<file path="config.mk">
export PLATFORM = sky130hd
export DESIGN_NAME = fmn_front
export DESIGN_NICKNAME = d
export VERILOG_FILES = /design/src/hdl/fmn_pkg.sv /design/src/hdl/fmn_front.sv
export SDC_FILE = /design/constraint.sdc
export NUM_CORES = 2
export LEC_CHECK = 0
export BUFFER_PORTS_ARGS = -buffer_cell sky130_fd_sc_hd__buf_2
export CAP_MARGIN = 40
export CORE_UTILIZATION = 65
export CTS_CLUSTER_SIZE = 14
export DETAILED_ROUTE_END_ITERATION = 6
export GPL_TIMING_DRIVEN = 0
export HOLD_SLACK_MARGIN = 0.12
export PLACE_DENSITY_LB_ADDON = 0.15
export SYNTH_ARGS = -nofsm -noshare
export SYNTH_HDL_FRONTEND = slang
export SYNTH_SLANG_ARGS = --single-unit
export TNS_END_PERCENT = 20
</file>
<file path="constraint.sdc">
create_clock -name clock -period 9.48 [get_ports clock]
set_clock_uncertainty 0.1 [all_clocks]
set_input_delay 1.896 -clock clock [delete_from_list [all_inputs] [get_ports clock]]
set_output_delay 1.896 -clock clock [all_outputs]
set_load 0.01 [all_outputs]
</file>
<file path="src/hdl/fmn_pkg.sv">
// ----------------------------------------------------------------------------
// FM modulator NCO package
// Shared constants, register codes, status structs and the CORDIC arc table.
// ----------------------------------------------------------------------------
`default_nettype none

package fmn_pkg;

   // default widths of the datapath
   localparam int DEF_SAMPLE_BITS = 16;
   localparam int DEF_PHASE_BITS  = 32;
   localparam int DEF_OUT_BITS    = 16;

   // control register file
   localparam int CSR_INDEX_BITS = 2;
   localparam int CSR_DATA_BITS  = 32;

   typedef enum logic [CSR_INDEX_BITS-1:0] {
      CSR_CARRIER_STEP   = 2'd0,
      CSR_DEVIATION_STEP = 2'd1,
      CSR_START_PHASE    = 2'd2
   } csr_index_type;

   localparam logic [CSR_DATA_BITS-1:0] CARRIER_STEP_RESET   = 32'd0;
   localparam logic [CSR_DATA_BITS-1:0] DEVIATION_STEP_RESET = 32'd42949673;
   localparam logic [CSR_DATA_BITS-1:0] START_PHASE_RESET    = 32'd0;

   // phase queue between front and back
   localparam int QUEUE_DEPTH = 4;
   localparam int QPTR_BITS   = $clog2(QUEUE_DEPTH);
   localparam int QCOUNT_BITS = $clog2(QUEUE_DEPTH + 1);

   typedef struct packed {
      logic                   empty;
      logic [QCOUNT_BITS-1:0] count;
   } q_status_type;

   typedef struct packed {
      logic mul_valid;
      logic add_valid;
   } front_status_type;

   // CORDIC: angles at scale 2^30 per quarter turn, vectors at scale 2^30
   localparam int CORDIC_STEPS   = 20;
   localparam int CORDIC_XY_BITS = 34;
   localparam int CORDIC_Z_BITS  = 32;
   localparam int CORDIC_ANGLE   = 32;
   localparam logic signed [CORDIC_XY_BITS-1:0] CORDIC_GAIN = 34'sd652032874;

   function automatic logic signed [CORDIC_Z_BITS-1:0] arc_angle(input int idx);
      logic signed [CORDIC_Z_BITS-1:0] a;
      case (idx)
         0:       a = 32'sd536870912;
         1:       a = 32'sd316933406;
         2:       a = 32'sd167458907;
         3:       a = 32'sd85004756;
         4:       a = 32'sd42667331;
         5:       a = 32'sd21354465;
         6:       a = 32'sd10679838;
         7:       a = 32'sd5340245;
         8:       a = 32'sd2670163;
         9:       a = 32'sd1335087;
         10:      a = 32'sd667544;
         11:      a = 32'sd333772;
         12:      a = 32'sd166886;
         13:      a = 32'sd83443;
         14:      a = 32'sd41722;
         15:      a = 32'sd20861;
         16:      a = 32'sd10430;
         17:      a = 32'sd5215;
         18:      a = 32'sd2608;
         19:      a = 32'sd1304;
         default: a = '0;
      endcase
      return a;
   endfunction

endpackage

`default_nettype wire

</file>
<file path="src/hdl/fmn_front.sv">
// ----------------------------------------------------------------------------
// FM modulator NCO front end
// Scales each sample by the deviation step and runs the phase accumulator.
// ----------------------------------------------------------------------------
`default_nettype none

module fmn_front #(
   parameter int SAMPLE_BITS = 16,
   parameter int PHASE_BITS  = 32
) (
   input  wire                           clock,
   input  wire                           reset,
   input  wire                           in_valid,
   input  wire signed [SAMPLE_BITS-1:0]  in_sample,
   input  wire                           in_first,
   input  wire        [PHASE_BITS-1:0]   deviation_step,
   input  wire        [PHASE_BITS-1:0]   carrier_step,
   input  wire        [PHASE_BITS-1:0]   start_phase,
   output logic                          out_valid,
   output logic       [PHASE_BITS-1:0]   out_phase,
   output fmn_pkg::front_status_type     status
);
   import fmn_pkg::*;

   localparam int PROD_BITS = SAMPLE_BITS + PHASE_BITS + 1;
   localparam int WIDE_BITS = PROD_BITS + PHASE_BITS;

   // multiply stage
   logic                        mul_valid_ff;
   logic                        mul_first_ff;
   logic signed [PROD_BITS-1:0] prod_ff;
   logic signed [PROD_BITS-1:0] prod_in;
   logic signed [PHASE_BITS:0]  dev_signed;

   // scale and add stage
   logic                        add_valid_ff;
   logic                        add_first_ff;
   logic [PHASE_BITS-1:0]       dterm_ff;
   logic [PHASE_BITS-1:0]       dterm_in;
   logic [PHASE_BITS-1:0]       dcar_ff;
   logic [PHASE_BITS-1:0]       dcar_in;
   logic signed [WIDE_BITS-1:0] prod_wide;
   logic signed [WIDE_BITS-1:0] prod_shifted;

   // accumulator
   logic [PHASE_BITS-1:0]       phase_acc_ff;
   logic [PHASE_BITS-1:0]       phase_acc_in;
   logic [PHASE_BITS-1:0]       base_phase;

   assign dev_signed = $signed({1'b0, deviation_step});
   assign prod_in    = in_sample * dev_signed;

   // floor(sample * dev / 2^(SAMPLE_BITS-1)) modulo one turn
   assign prod_wide    = WIDE_BITS'(prod_ff);
   assign prod_shifted = prod_wide >>> (SAMPLE_BITS - 1);
   assign dterm_in     = prod_shifted[PHASE_BITS-1:0];
   assign dcar_in      = dterm_in + carrier_step;

   // restart at the start phase on the first sample of a block
   assign base_phase   = add_first_ff ? start_phase : phase_acc_ff;
   assign out_phase    = base_phase + dterm_ff;
   assign phase_acc_in = base_phase + dcar_ff;
   assign out_valid    = add_valid_ff;

   assign status.mul_valid = mul_valid_ff;
   assign status.add_valid = add_valid_ff;

   always_ff @(posedge clock) begin
      if (reset) begin
         mul_valid_ff <= 1'b0;
         add_valid_ff <= 1'b0;
         phase_acc_ff <= '0;
      end else begin
         mul_valid_ff <= in_valid;
         add_valid_ff <= mul_valid_ff;
         if (add_valid_ff) begin
            phase_acc_ff <= phase_acc_in;
         end
      end
      if (in_valid) begin
         prod_ff      <= prod_in;
         mul_first_ff <= in_first;
      end
      if (mul_valid_ff) begin
         dterm_ff     <= dterm_in;
         dcar_ff      <= dcar_in;
         add_first_ff <= mul_first_ff;
      end
   end

endmodule

`default_nettype wire

</file>
=== Word-level counts from Yosys, hierarchy flattened ===
Cells that the tools add are included.

* Output and inout port bits: 35
* Word-level logic and storage cells: 13
* Bits in registers: 147
* Bits of input ports: 116

* Multiplexer cells: 1
* Add/subtract/negate cells: 3
* $mul: 1

{| class="wikitable"
|+ Operators by type and width
! operator !! number
|-
| $add A32 B32 Y32 || 3
|-
| $mul A16 B33 Y47 || 1
|-
| $mux W32 || 1
|}

=== Depth between registers and ports, before layout ===
* Word-level depth: 2
* Gate-level depth with buffers: 23
* Depth with buffers taken out: 22

=== Worst setup path after synthesis ===
Ideal clock, no wire load.

* Path kind: input port to flip-flop
* From: input deviation_step[16]
* To: register prod_ff[29] (data pin)
* Buffers on the path: 1
* Arrival: 7.148 ns
* Required time: 9.121 ns
* Setup time: 0.259 ns
* Slack: 1.973 ns
* Cell stages on the path: 20
* Cells stage by stage: clkbuf_1 > nand2_1 > fa_1 > fa_1 > fa_1 > inv_1 > fa_1 > fa_1 > inv_1 > fa_1 > inv_1 > ha_1 > a21oi_1 > o211a_1 > a21boi_0 > a21oi_1 > a31oi_1 > o21ai_0 > a41oi_1 > xnor2_1

* Longest elaborated chain between the ends: 1

{| class="wikitable"
|+ RTL lines
! what !! line !! RTL
|-
| from (decl) || fmn_front.sv:16 || <nowiki>input wire [PHASE_BITS-1:0] deviation_step,</nowiki>
|-
| $mul A16 B33 Y47 || fmn_front.sv:51 || <nowiki>assign prod_in = in_sample * dev_signed;</nowiki>
|-
| net prod_in[29] || fmn_front.sv:32 || <nowiki>logic signed [PROD_BITS-1:0] prod_in;</nowiki>
|-
| to (signal assigned) || fmn_front.sv:81 || <nowiki>prod_ff <= prod_in;</nowiki>
|-
| to (decl) || fmn_front.sv:31 || <nowiki>logic signed [PROD_BITS-1:0] prod_ff;</nowiki>
|}

The timed path passes the listed nets, and every way through them passes these cells.
A chain may end at the register's enable or synchronous reset.

=== Final worst setup path ===
* From: input in_sample[7]
* To: register prod_ff[46] (data pin)

* Longest elaborated chain between the ends: 1

{| class="wikitable"
|+ RTL lines
! what !! line !! RTL
|-
| from (decl) || fmn_front.sv:14 || <nowiki>input wire signed [SAMPLE_BITS-1:0] in_sample,</nowiki>
|-
| $mul A16 B33 Y47 || fmn_front.sv:51 ||
|-
| net prod_in[46] || fmn_front.sv:32 ||
|}

The timed path passes the listed nets, and every way through them passes these cells.

==> results by group <==
Place
  – Dpl cell area: 27000 um2
  – Gpl congestion: 0.965
  – HPWL after detailed placement: 59.8 mm
  – I/O Buffers: 150

Synth
  – Yosys reg bits: 132
  – Synth area leaders: fa_1 33%, edfxtp_1 12%, ha_1 11%
  – Most common cell in the synthesized netlist: inv_1
  – Post-synth cell types: 79
  – Synthesized cell area: 25500 um2
  – Largest area contributor in the netlist: fa_1
  – Avg Cell Area, Syn: 9.06 um2
  – Syn nets: between 3000 and 4000
  – Async S/R FF share, synth: 0
  – Yosys top cell area share: 0.329
  – Ys flop type: edfxtp_1
  – Synthesis Warnings: 0
  – Number of synthesized flops with an enable pin: 98
  – Post-synthesis sequential area ratio: 0.142
  – Mapped Cells: 2819
  – Most instantiated cells after synthesis: 539 x inv_1, 420 x fa_1, 362 x nand2_1

Worst setup path
  – Crit end category: register
  – CP arrival: about 8.7 ns
  – Critical Path RT: 9.55 ns
  – Crit-path max FO: 10
  – Worst Path Class, Setup: input pin to register
  – Critical path startpoint category: input pin

Final layout
  – Area Growth Syn to Fin: 8.16%
  – Ratio of cells with drive above 1 in the final layout: 0.0809
  – Layout Nets: 3761
  – Final Instance Area: 27600 um2
  – # diodes: 0

Die
  – IO Count: 151
  – Die height: around 200 um
  – Initial Util: 0.659
  – Die width: roughly 200 um
  – Die ar.: 40100 um2
  – Core area: 38700 um2
  – Rows: 72

CTS
  – Hold_buf cts: 0
  – CTS Buffer Depth: 2
  – Cts repair resizes: 0
  – Root buffer cell: clkbuf_16
  – Reg clk slew, reported paths: around 0.060 ns
  – Clk_lat worst skew: 0.43 ns
  – Postcts setup bufs: 0
  – CTS tree: built
  – Htree depth: 4
  – TritonCTS Buffers: 17
  – Clk sink count: between 100 and 150

STA
  – Max-slew violations: 0
  – Worst hold slack: ~0.36 ns
  – Setup tns final: 0 ns
  – FMAX: 116 MHz
  – Hold Vio Cnt, Final: 0
  – Final min period: 8.66 ns
  – Worst slew pin tran: approximately 0.94 ns
  – Slew margin rel.: 0.376
  – Unrepaired setup endpoints after global routing: no
  – Final period utilization: 0.913
  – Final setup vio count: 0

GRT
  – Largest net degree at the start of global routing: 39
  – Total grt overflow: 0
  – Initial antenna violation count: 1
  – Vias in the first global route: roughly 22000
  – First-pass GRT wire length: 115 mm
  – Gr usage total: 0.370

Routing
  – Drt pass-1 iters: 6
  – Post-DRT Antenna Nets: 0
  – DRC viols: 0
  – Via/cell ratio: 5.86
  – DR vias: 20600
  – Wire length per cell: 20.5 um
  – Initial DRC Count: 1512
  – WL final: 72.3 mm

Status
  – Status: finished, final reports clean

Job
  – Max-Cap Viols: 0

Min path
  – HP Class: register to register
-- final cells by class --
cell class              count  area [um2]
plain buffers             107         410
clock buffers              18         429
clock inverters            13         208
fillers                  3101       11100
inverters                 540        2030
multi-input cells        2040       19500
flip-flops and latches    132        3620
well taps                 518         648
repair buffers            154         798
-- kinds of logic (layout without fill, tap and decap cells) --
kind of cell               Yosys count  in the layout  synth area share
and+or+nand+nor                    837            837             0.159
adders and majority gates          653            653             0.443
buffers and inverters              647            832            0.0954
AOI/OAI and AO/OA                  393            393             0.103
DFF                                132            132             0.142
xor gates and xnor gates           108            108            0.0370
muxes                               49             49            0.0208
-- worst paths after layout --
kind | start | to | slack (ns) | cells past startpoint
min reg2reg | phase_acc_ff[30] | phase_acc_ff[30] | 0.36 | 2
min | phase_acc_ff[30] | phase_acc_ff[30] | 0.36 | 2
max reg2reg | add_first_ff | phase_acc_ff[29] | 4.85 | 13
max | in_sample[7] | prod_ff[46] | 0.82 | 23
-- critical path, cell delays in order --
cell       delay [ns]
buf_2            0.17
clkbuf_1         0.66
nand2_1          0.21
fa_1             0.60
inv_1            0.07
fa_1             0.50
inv_1            0.05
fa_1             0.55
inv_1            0.07
fa_1             0.38
fa_1             0.51
inv_1            0.07
fa_1             0.48
inv_1            0.04
ha_1             0.32
and4_1           0.25
a311oi_1         0.15
buf_2            0.21
o2111ai_1        0.46
nand3_1          0.34
a211oi_1         0.45
or3_1            0.17
nand4_1          0.08
-- placed cells by master (no fill, tap or decap), drive strengths merged, types with 82 or more instances in the layout --
cell,n
ha,233
xnor2,82
inv,541
nor2,109
edfxtp,98
nand2,362
and2,215
buf,161
clkbuf,118
fa,420
a21oi,124
-- per-stage QoR --
step,instances,utilization,setup slack [ns]
3_5_place_dp,3491,0.697,0.474
6_report,3522,0.713,0.825
2_1_floorplan,2819,-,1.97
4_1_cts,3522,0.713,0.930
3_3_place_gp,3487,0.695,0.267
5_1_grt,3522,0.713,0.634
-- sequential cells by signal (all words and copies together) (netlist names) --
register	cells
dterm_ff	32
prod_ff	32
dcar_ff	32
mul_valid_ff	1
out_valid	1
phase_acc_ff	32
add_first_ff	1
mul_first_ff	1
-- metal layers --
| metal | share of wire | vias to the layer above | GRT usage |
|---|---|---|---|
| met5 | 0 | - | 0 |
| met4 | 0.042 | 0 | 0.153 |
| met3 | 0.083 | 198 | 0.0597 |
| met2 | 0.48 | 950 | 0.624 |
| met1 | 0.40 | 10200 | 0.477 |
| li1 | - | 9287 | - |
Power is not shown: default switching activity piles up to over one toggle a cycle in this logic, so the estimate is an artifact.
