--- src/hdl/fmn_pkg.sv ---
// ----------------------------------------------------------------------------
// FM modulator NCO package
// Shared constants, register codes, status structs and the CORDIC arc table.
// ----------------------------------------------------------------------------
`default_nettype none

package fmn_pkg;

   // default widths of the datapath
   localparam int DEF_SAMPLE_BITS = 16;
   localparam int DEF_PHASE_BITS  = 32;
   localparam int DEF_OUT_BITS    = 16;

   // control register file
   localparam int CSR_INDEX_BITS = 2;
   localparam int CSR_DATA_BITS  = 32;

   typedef enum logic [CSR_INDEX_BITS-1:0] {
      CSR_CARRIER_STEP   = 2'd0,
      CSR_DEVIATION_STEP = 2'd1,
      CSR_START_PHASE    = 2'd2
   } csr_index_type;

   localparam logic [CSR_DATA_BITS-1:0] CARRIER_STEP_RESET   = 32'd0;
   localparam logic [CSR_DATA_BITS-1:0] DEVIATION_STEP_RESET = 32'd42949673;
   localparam logic [CSR_DATA_BITS-1:0] START_PHASE_RESET    = 32'd0;

   // phase queue between front and back
   localparam int QUEUE_DEPTH = 4;
   localparam int QPTR_BITS   = $clog2(QUEUE_DEPTH);
   localparam int QCOUNT_BITS = $clog2(QUEUE_DEPTH + 1);

   typedef struct packed {
      logic                   empty;
      logic [QCOUNT_BITS-1:0] count;
   } q_status_type;

   typedef struct packed {
      logic mul_valid;
      logic add_valid;
   } front_status_type;

   // CORDIC: angles at scale 2^30 per quarter turn, vectors at scale 2^30
   localparam int CORDIC_STEPS   = 20;
   localparam int CORDIC_XY_BITS = 34;
   localparam int CORDIC_Z_BITS  = 32;
   localparam int CORDIC_ANGLE   = 32;
   localparam logic signed [CORDIC_XY_BITS-1:0] CORDIC_GAIN = 34'sd652032874;

   function automatic logic signed [CORDIC_Z_BITS-1:0] arc_angle(input int idx);
      logic signed [CORDIC_Z_BITS-1:0] a;
      case (idx)
         0:       a = 32'sd536870912;
         1:       a = 32'sd316933406;
         2:       a = 32'sd167458907;
         3:       a = 32'sd85004756;
         4:       a = 32'sd42667331;
         5:       a = 32'sd21354465;
         6:       a = 32'sd10679838;
         7:       a = 32'sd5340245;
         8:       a = 32'sd2670163;
         9:       a = 32'sd1335087;
         10:      a = 32'sd667544;
         11:      a = 32'sd333772;
         12:      a = 32'sd166886;
         13:      a = 32'sd83443;
         14:      a = 32'sd41722;
         15:      a = 32'sd20861;
         16:      a = 32'sd10430;
         17:      a = 32'sd5215;
         18:      a = 32'sd2608;
         19:      a = 32'sd1304;
         default: a = '0;
      endcase
      return a;
   endfunction

endpackage

`default_nettype wire

--- src/hdl/fmn_queue.sv ---
// ----------------------------------------------------------------------------
// FM modulator NCO phase queue
// Small FIFO that decouples the phase front end from the CORDIC back end.
// ----------------------------------------------------------------------------
`default_nettype none

module fmn_queue #(
   parameter int WIDTH = 32
) (
   input  wire                   clock,
   input  wire                   reset,
   input  wire                   wr_en,
   input  wire  [WIDTH-1:0]      wr_data,
   input  wire                   rd_en,
   output logic [WIDTH-1:0]      rd_data,
   output fmn_pkg::q_status_type status
);
   import fmn_pkg::*;

   logic [WIDTH-1:0]       mem_ff [QUEUE_DEPTH];
   logic [QPTR_BITS-1:0]   wr_ptr_ff;
   logic [QPTR_BITS-1:0]   wr_ptr_in;
   logic [QPTR_BITS-1:0]   rd_ptr_ff;
   logic [QPTR_BITS-1:0]   rd_ptr_in;
   logic [QCOUNT_BITS-1:0] count_ff;
   logic [QCOUNT_BITS-1:0] count_in;

   localparam logic [QPTR_BITS-1:0]   LAST_PTR = QPTR_BITS'(QUEUE_DEPTH - 1);
   localparam logic [QCOUNT_BITS-1:0] FULL_CNT = QCOUNT_BITS'(QUEUE_DEPTH);

   assign wr_ptr_in = (wr_ptr_ff == LAST_PTR) ? '0 : wr_ptr_ff + 1'b1;
   assign rd_ptr_in = (rd_ptr_ff == LAST_PTR) ? '0 : rd_ptr_ff + 1'b1;

   always_comb begin
      count_in = count_ff;
      if (wr_en && !rd_en) begin
         count_in = count_ff + 1'b1;
      end else if (rd_en && !wr_en) begin
         count_in = count_ff - 1'b1;
      end
   end

   assign rd_data      = mem_ff[rd_ptr_ff];
   assign status.empty = (count_ff == '0);
   assign status.count = count_ff;

   always_ff @(posedge clock) begin
      if (reset) begin
         wr_ptr_ff <= '0;
         rd_ptr_ff <= '0;
         count_ff  <= '0;
      end else begin
         if (wr_en) begin
            wr_ptr_ff <= wr_ptr_in;
         end
         if (rd_en) begin
            rd_ptr_ff <= rd_ptr_in;
         end
         count_ff <= count_in;
      end
      if (wr_en) begin
         mem_ff[wr_ptr_ff] <= wr_data;
      end
   end

   // the top-level credit check holds off requests before the queue can overflow
   a_no_write_when_full: assert property (@(posedge clock) disable iff (reset)
      wr_en |-> (count_ff < FULL_CNT))
      else $error("phase queue written while full");

   a_no_read_when_empty: assert property (@(posedge clock) disable iff (reset)
      rd_en |-> (count_ff != '0))
      else $error("phase queue read while empty");

   a_count_in_range: assert property (@(posedge clock) disable iff (reset)
      count_ff <= FULL_CNT)
      else $error("phase queue count out of range");

endmodule

`default_nettype wire

--- config.mk ---
export PLATFORM = sky130hd
export DESIGN_NAME = fmn_queue
export DESIGN_NICKNAME = d
export VERILOG_FILES = /design/src/hdl/fmn_pkg.sv /design/src/hdl/fmn_queue.sv
export SDC_FILE = /design/constraint.sdc
export NUM_CORES = 1
export LEC_CHECK = 0
export BUFFER_PORTS_ARGS = -buffer_cell sky130_fd_sc_hd__buf_2
export CORE_AREA = 2 2 116 118
export CTS_CLUSTER_DIAMETER = 50
export CTS_CLUSTER_SIZE = 30
export DETAILED_ROUTE_END_ITERATION = 8
export DIE_AREA = 0 0 118 120
export PLACE_DENSITY = 0.65
export SLEW_MARGIN = 10
export SYNTH_ARGS = -nofsm -noshare
export SYNTH_HDL_FRONTEND = slang
export SYNTH_SLANG_ARGS = --single-unit
--- constraint.sdc ---
create_clock -name clock -period 4.62 [get_ports clock]
set_input_delay 0.462 -clock clock [delete_from_list [all_inputs] [get_ports clock]]
set_output_delay 0.462 -clock clock [all_outputs]
set_load 0.01 [all_outputs]
# ---- Word level (Yosys, flattened, before mapping)
# Memories as Yosys holds them, arrays and structs flattened. A register that Yosys moved wholly into a read port is not among the register bits.
# Index checks and enable logic that the tools add are counted.
dict set report totals {
  n_memories 1
  latch_bits 0
  rom_bits 0
  input_bits 36
  reg_bits 7
  wordCells 24
  ram_bits 128
}
dict set report op_classes {
  bitwise_logic 0
  div 0
  n_addsub 4
  n_eq_ne 2
  n_shift 0
  magnitude_cmp 0
  muxes 8
  n_mul 0
  n_reduce_logical 6
}
# memory depth word_bits read_ports rd_ports_with_merged_regs wr line
set memory_table {}
lappend memory_table {mem_ff 4 32 1 1 1 fmn_queue.sv:20} ;# logic [WIDTH-1:0] mem_ff [QUEUE_DEPTH];
# operator count
set ops {}
lappend ops {{$mux W2} 4}
lappend ops {{$mux W3} 2}
lappend ops {{$add A2 B1 Y2 const B} 2}
lappend ops {{$eq A2 B2 Y1 const B} 2}
lappend ops {{$add A3 B1 Y3 const B} 1}
lappend ops {{$logic_not A3 Y1} 1}
lappend ops {{$sub A3 B1 Y3 const B} 1}
lappend ops {{$logic_and A1 B1 Y1} 2}
lappend ops {{$logic_not A1 Y1} 2}
lappend ops {{$mux W1} 2}
lappend ops {{$reduce_bool A2 Y1} 1}

# ---- Logic depth before layout (Yosys ltp)
dict set report logic_depth {
  ltp_word 4
  depth_mapped 7
}

# ---- Worst setup path after synthesis
# Ideal clock, no wire load.
dict set report synth_timing {
  path_kind {flip-flop to flip-flop}
  startpoint {reg wr_ptr_ff[0]}
  endpoint {mem mem_ff[3][0], enable pin}
  path_buffers 0
  setup_time_ns 0.392
  period_less_slack_ns 1.733
  arrival_ns 1.341
  path_stages_with_launch 3
  path_slack_ns 2.887
  required_time_ns 4.228
  cell_sequence {dfxtp_1 ha_1 and2_1}
}
# item line
set synth_rtl {}
lappend synth_rtl {{from (decl)} fmn_queue.sv:21} ;# logic [QPTR_BITS-1:0] wr_ptr_ff;
lappend synth_rtl {{from (signal assigned)} fmn_queue.sv:54} ;# wr_ptr_ff <= wr_ptr_in;
lappend synth_rtl {{to (decl)} fmn_queue.sv:20}
# Straight into the memory's write port.

==> run_summary.xml <==
<?xml version="1.0" encoding="UTF-8"?>
<metrics>
  <group name="run_status">
    <metric name="outcome" unit="">complete, no violations</metric>
  </group>
  <group name="power">
    <metric name="powerDensity" unit="nW/um^2">462.0</metric>
    <metric name="static-leakage-power" unit="nW">2.112</metric>
    <metric name="ir_drop" unit="mV">0.2141</metric>
    <metric name="final_total_pwr" unit="mW">2.822</metric>
  </group>
  <group name="logic_synthesis">
    <metric name="synth_top_family_by_area" unit="">multiplexers</metric>
    <metric name="synth_fp_nets" unit="">253</metric>
    <metric name="synth_compound_gate_area_share" unit="">0.002949</metric>
    <metric name="netlist_area" unit="sq um">5091</metric>
    <metric name="ys_top_cells_by_area" unit="">sky130_fd_sc_hd__edfxtp_1, sky130_fd_sc_hd__mux4_2, sky130_fd_sc_hd__dfxtp_1</metric>
    <metric name="netlist.area_leader.share" unit="">0.7550</metric>
    <metric name="synth.largest_area_cell" unit="">sky130_fd_sc_hd__edfxtp_1</metric>
    <metric name="ys.warnings.count" unit="">0</metric>
    <metric name="synth.area.mux_share" unit="">0.1509</metric>
    <metric name="post_synth_and_or_nand_nor_area_fraction" unit="">0.01376</metric>
    <metric name="synth.lib_cells_used.distinct" unit="">19</metric>
    <metric name="post_synth_xor_area_fraction" unit="">0.003441</metric>
    <metric name="syn-instance-count" unit="">210</metric>
    <metric name="yosys.area_share.adder" unit="">0.01868</metric>
    <metric name="ff_latch_count_synth" unit="">137</metric>
    <metric name="yosysSeqAreaShare" unit="">0.7904</metric>
    <metric name="postSynthAreaPerCell" unit="sq um">24.24</metric>
  </group>
  <group name="worst_hold_path">
    <metric name="hold_path_startpoint" unit="">wr_data[9]</metric>
    <metric name="min_path_cells" unit="">1</metric>
    <metric name="hold_path_class" unit="">in2reg</metric>
    <metric name="min_delay_worst_endpoint" unit="">mem_ff[3][9]$_DFFE_PP_</metric>
  </group>
  <group name="timing">
    <metric name="timing.setup.tns" unit="ps">0</metric>
    <metric name="finalCritPeriodShare" unit="">0.6149</metric>
    <metric name="timing_hold_violations_final" unit="">0</metric>
    <metric name="max_slew_margin" unit="">0.3924</metric>
    <metric name="finalSetupViolCount" unit="">0</metric>
    <metric name="max_freq" unit="GHz">0.3520</metric>
    <metric name="skew" unit="ps">7.601</metric>
    <metric name="max_slew.worst_pin.slew" unit="ps">911.4</metric>
    <metric name="post-route-min-period" unit="ps">2841</metric>
    <metric name="grt_setup_unrepaired" unit="">no</metric>
    <metric name="finalMaxSlewViolations" unit="">0</metric>
  </group>
  <group name="clock_tree">
    <metric name="cts_resized" unit="">0</metric>
    <metric name="clk_path_buf_depth" unit="">2</metric>
    <metric name="ctsRootBufferMaster" unit="">sky130_fd_sc_hd__clkbuf_16</metric>
    <metric name="cts.hold.buffers_added" unit="">0</metric>
    <metric name="cts_buffers" unit="">17</metric>
    <metric name="clock_insertion_delay_worst_skew" unit="ps">400</metric>
    <metric name="cts.clk_slew.worst_paths" unit="ps">50</metric>
    <metric name="post-cts-setup-buffer-count" unit="">0</metric>
    <metric name="clock_sinks" unit="">137</metric>
    <metric name="cts_tree" unit="">built</metric>
    <metric name="cts-htree-levels" unit="">4</metric>
  </group>
  <group name="die">
    <metric name="io_pins" unit="">72</metric>
    <metric name="design.die.area" unit="sq um">14160</metric>
    <metric name="design.core.area" unit="sq um">12980</metric>
    <metric name="dieWidth" unit="um">118</metric>
    <metric name="core.rowCount" unit="">42</metric>
    <metric name="floorplan.initialDensity" unit="">0.3922</metric>
    <metric name="floorplan.die.height" unit="um">120</metric>
  </group>
  <group name="worst_setup_path">
    <metric name="r2r_start" unit="">wr_ptr_ff[0]$_SDFFE_PP0P_</metric>
    <metric name="required_time_of_the_critical_path" unit="ps">4160</metric>
    <metric name="critical_path.cell_chain" unit="">buf_4, mux4_1, buf_2</metric>
    <metric name="reg2reg_setup_slack" unit="ps">2900</metric>
    <metric name="slowest_stage" unit="">sky130_fd_sc_hd__dfxtp_2</metric>
    <metric name="critPathCaptureType" unit="">primary output</metric>
    <metric name="timing.critical_path.arrival" unit="ps">2380</metric>
    <metric name="r2r-end" unit="">mem_ff[3][10]$_DFFE_PP_</metric>
    <metric name="timing.critical_path.fanout_max" unit="">20</metric>
    <metric name="timing.critical_path.slowest_cell_delay" unit="ps">790</metric>
    <metric name="ff2ff_path_depth" unit="">2</metric>
    <metric name="critical_path.startpoint_type" unit="">register</metric>
    <metric name="criticalPathCategory" unit="">reg2out</metric>
  </group>
  <group name="routing">
    <metric name="drt_iter0_markers" unit="">160</metric>
    <metric name="postRouteWirelength" unit="mm">8.380</metric>
    <metric name="detail_route.first_pass.iterations" unit="">7</metric>
    <metric name="vias_per_cell" unit="">4.770</metric>
    <metric name="wl_per_cell" unit="um">17.39</metric>
    <metric name="routed-via-count" unit="">2299</metric>
    <metric name="drcViolationCount" unit="">0</metric>
    <metric name="ant_nets" unit="">0</metric>
  </group>
  <group name="global_routing">
    <metric name="vias_in_the_first_global_route" unit="">2376</metric>
    <metric name="grt_overflow_total" unit="">0</metric>
    <metric name="globalRouteTotalUtil" unit="">0.1279</metric>
    <metric name="grt_pass1_wl" unit="mm">12.91</metric>
    <metric name="grt_start_max_net_pins" unit="">33</metric>
    <metric name="initial_antenna_violation_count" unit="">0</metric>
  </group>
  <group name="final_layout">
    <metric name="final-instance-count-excl-fill" unit="">482</metric>
    <metric name="fillerInstances" unit="">1116</metric>
    <metric name="design_area" unit="sq um">6108</metric>
    <metric name="layout.nets" unit="">337</metric>
    <metric name="fraction_of_layout_instances_using_a_drive_strength_above_1" unit="">0.4444</metric>
    <metric name="area_growth" unit="%">19.98</metric>
    <metric name="inserted_diodes" unit="">0</metric>
  </group>
  <group name="place">
    <metric name="dp.cells" unit="">451</metric>
    <metric name="io_buffer_count" unit="">71</metric>
    <metric name="hpwl" unit="mm">4.882</metric>
    <metric name="finalWeightedCongestion" unit="">0.6347</metric>
    <metric name="dpl_cell_area" unit="sq um">5595</metric>
  </group>
  <group name="run">
    <metric name="drv.max_cap_violation_count" unit="">0</metric>
  </group>
</metrics>
-- critical path: cells and delay by family (launching register included) --
kind                   cells  cell delay [ps]
buffers and inverters      2              560
DFF                        1              790
muxes                      1              610
-- synth_stat cells --
cell                       instances
sky130_fd_sc_hd__mux2i_1           4
sky130_fd_sc_hd__buf_6             1
sky130_fd_sc_hd__buf_2             3
sky130_fd_sc_hd__fa_1              1
sky130_fd_sc_hd__nor2_1            7
sky130_fd_sc_hd__ha_1              6
sky130_fd_sc_hd__and2_1            4
sky130_fd_sc_hd__a21oi_1           2
sky130_fd_sc_hd__xor2_1            2
sky130_fd_sc_hd__dfxtp_1           9
sky130_fd_sc_hd__o21ai_0           1
sky130_fd_sc_hd__edfxtp_1        128
sky130_fd_sc_hd__buf_12            3
sky130_fd_sc_hd__mux4_2           30
sky130_fd_sc_hd__or3_1             1
sky130_fd_sc_hd__inv_1             4
sky130_fd_sc_hd__nor3_1            1
sky130_fd_sc_hd__mux4_1            2
sky130_fd_sc_hd__nor3b_1           1
-- cell usage in the layout, fill, tap and decap left out, drive strengths merged --
master	instances
dfxtp	9
nor3b	1
fa	1
clkinvlp	1
o21ai	1
mux2i	4
edfxtp	128
mux4	32
buf	72
clkinv	12
nor2	7
inv	4
xor2	2
a21oi	2
ha	6
or3	1
nor3	1
and2	4
clkbuf	18
-- sequential cells by signal (all words and copies together), names as in the netlist, named ones only --
name / cells
mem_ff: 128
count_ff: 3
rd_ptr_ff: 2
wr_ptr_ff: 2
-- stage by stage --
step	utilization	setup WS, ps	hold WS [ps]
detailed placement	0.4311	2112	501.6
global route	0.4706	1550	254.0
floorplan	-	2887	491.5
finish	0.4706	1779	272.6
CTS	0.4706	1673	248.6
global placement	0.4311	2145	491.5
-- report_power, final --
part	total, mW	switching, mW	internal, mW	leakage, nW
Clock	1.15	0.471	0.675	0.254
Combinational	0.221	0.112	0.108	0.607
Sequential	1.45	0.0335	1.42	1.25
-- final cells by class --
type	count	area (sq um)	area share
inverter	4	15.01	0.002458
timing repair buffer	72	362.8	0.05940
tap	176	220.2	0.03605
clock inverter	13	83.83	0.01372
clock buffer	18	429.2	0.07026
multi-input combinational	62	970.9	0.1590
sequential	137	4026	0.6592
-- layer usage --
metal  GRT usage  vias up  wire length, um
li1            -     1044                -
met5           0        -                0
met3     0.04087        6              452
met2      0.2126       74             4284
met1      0.1528     1175             3555
met4     0.05873        0               87
-- cell families after synthesis --
group,count (synthesis)
AOI/OAI and AO/OA,3
xor gates and xnor gates,2
adders and majority gates,7
buffers and inverters,11
DFF,137
muxes,36
and+or+nand+nor,14
-- worst max-delay path by stage --
stage | start | endpoint | slack [ps] | cells past startpoint
2_1_floorplan | wr_ptr_ff[0]$_SDFFE_PP0P_ | mem_ff[3][0]$_DFFE_PP_ | 2890 | 2
3_3_place_gp | register | rd_data[16] | 2150 | 3
3_5_place_dp | register | rd_data[16] | 2110 | 3
4_1_cts | register | rd_data[16] | 1670 | 3
5_1_grt | register | rd_data[16] | 1550 | 3
6_report | register | rd_data[16] | 1780 | 3
Power figures use the tool's default switching activity.
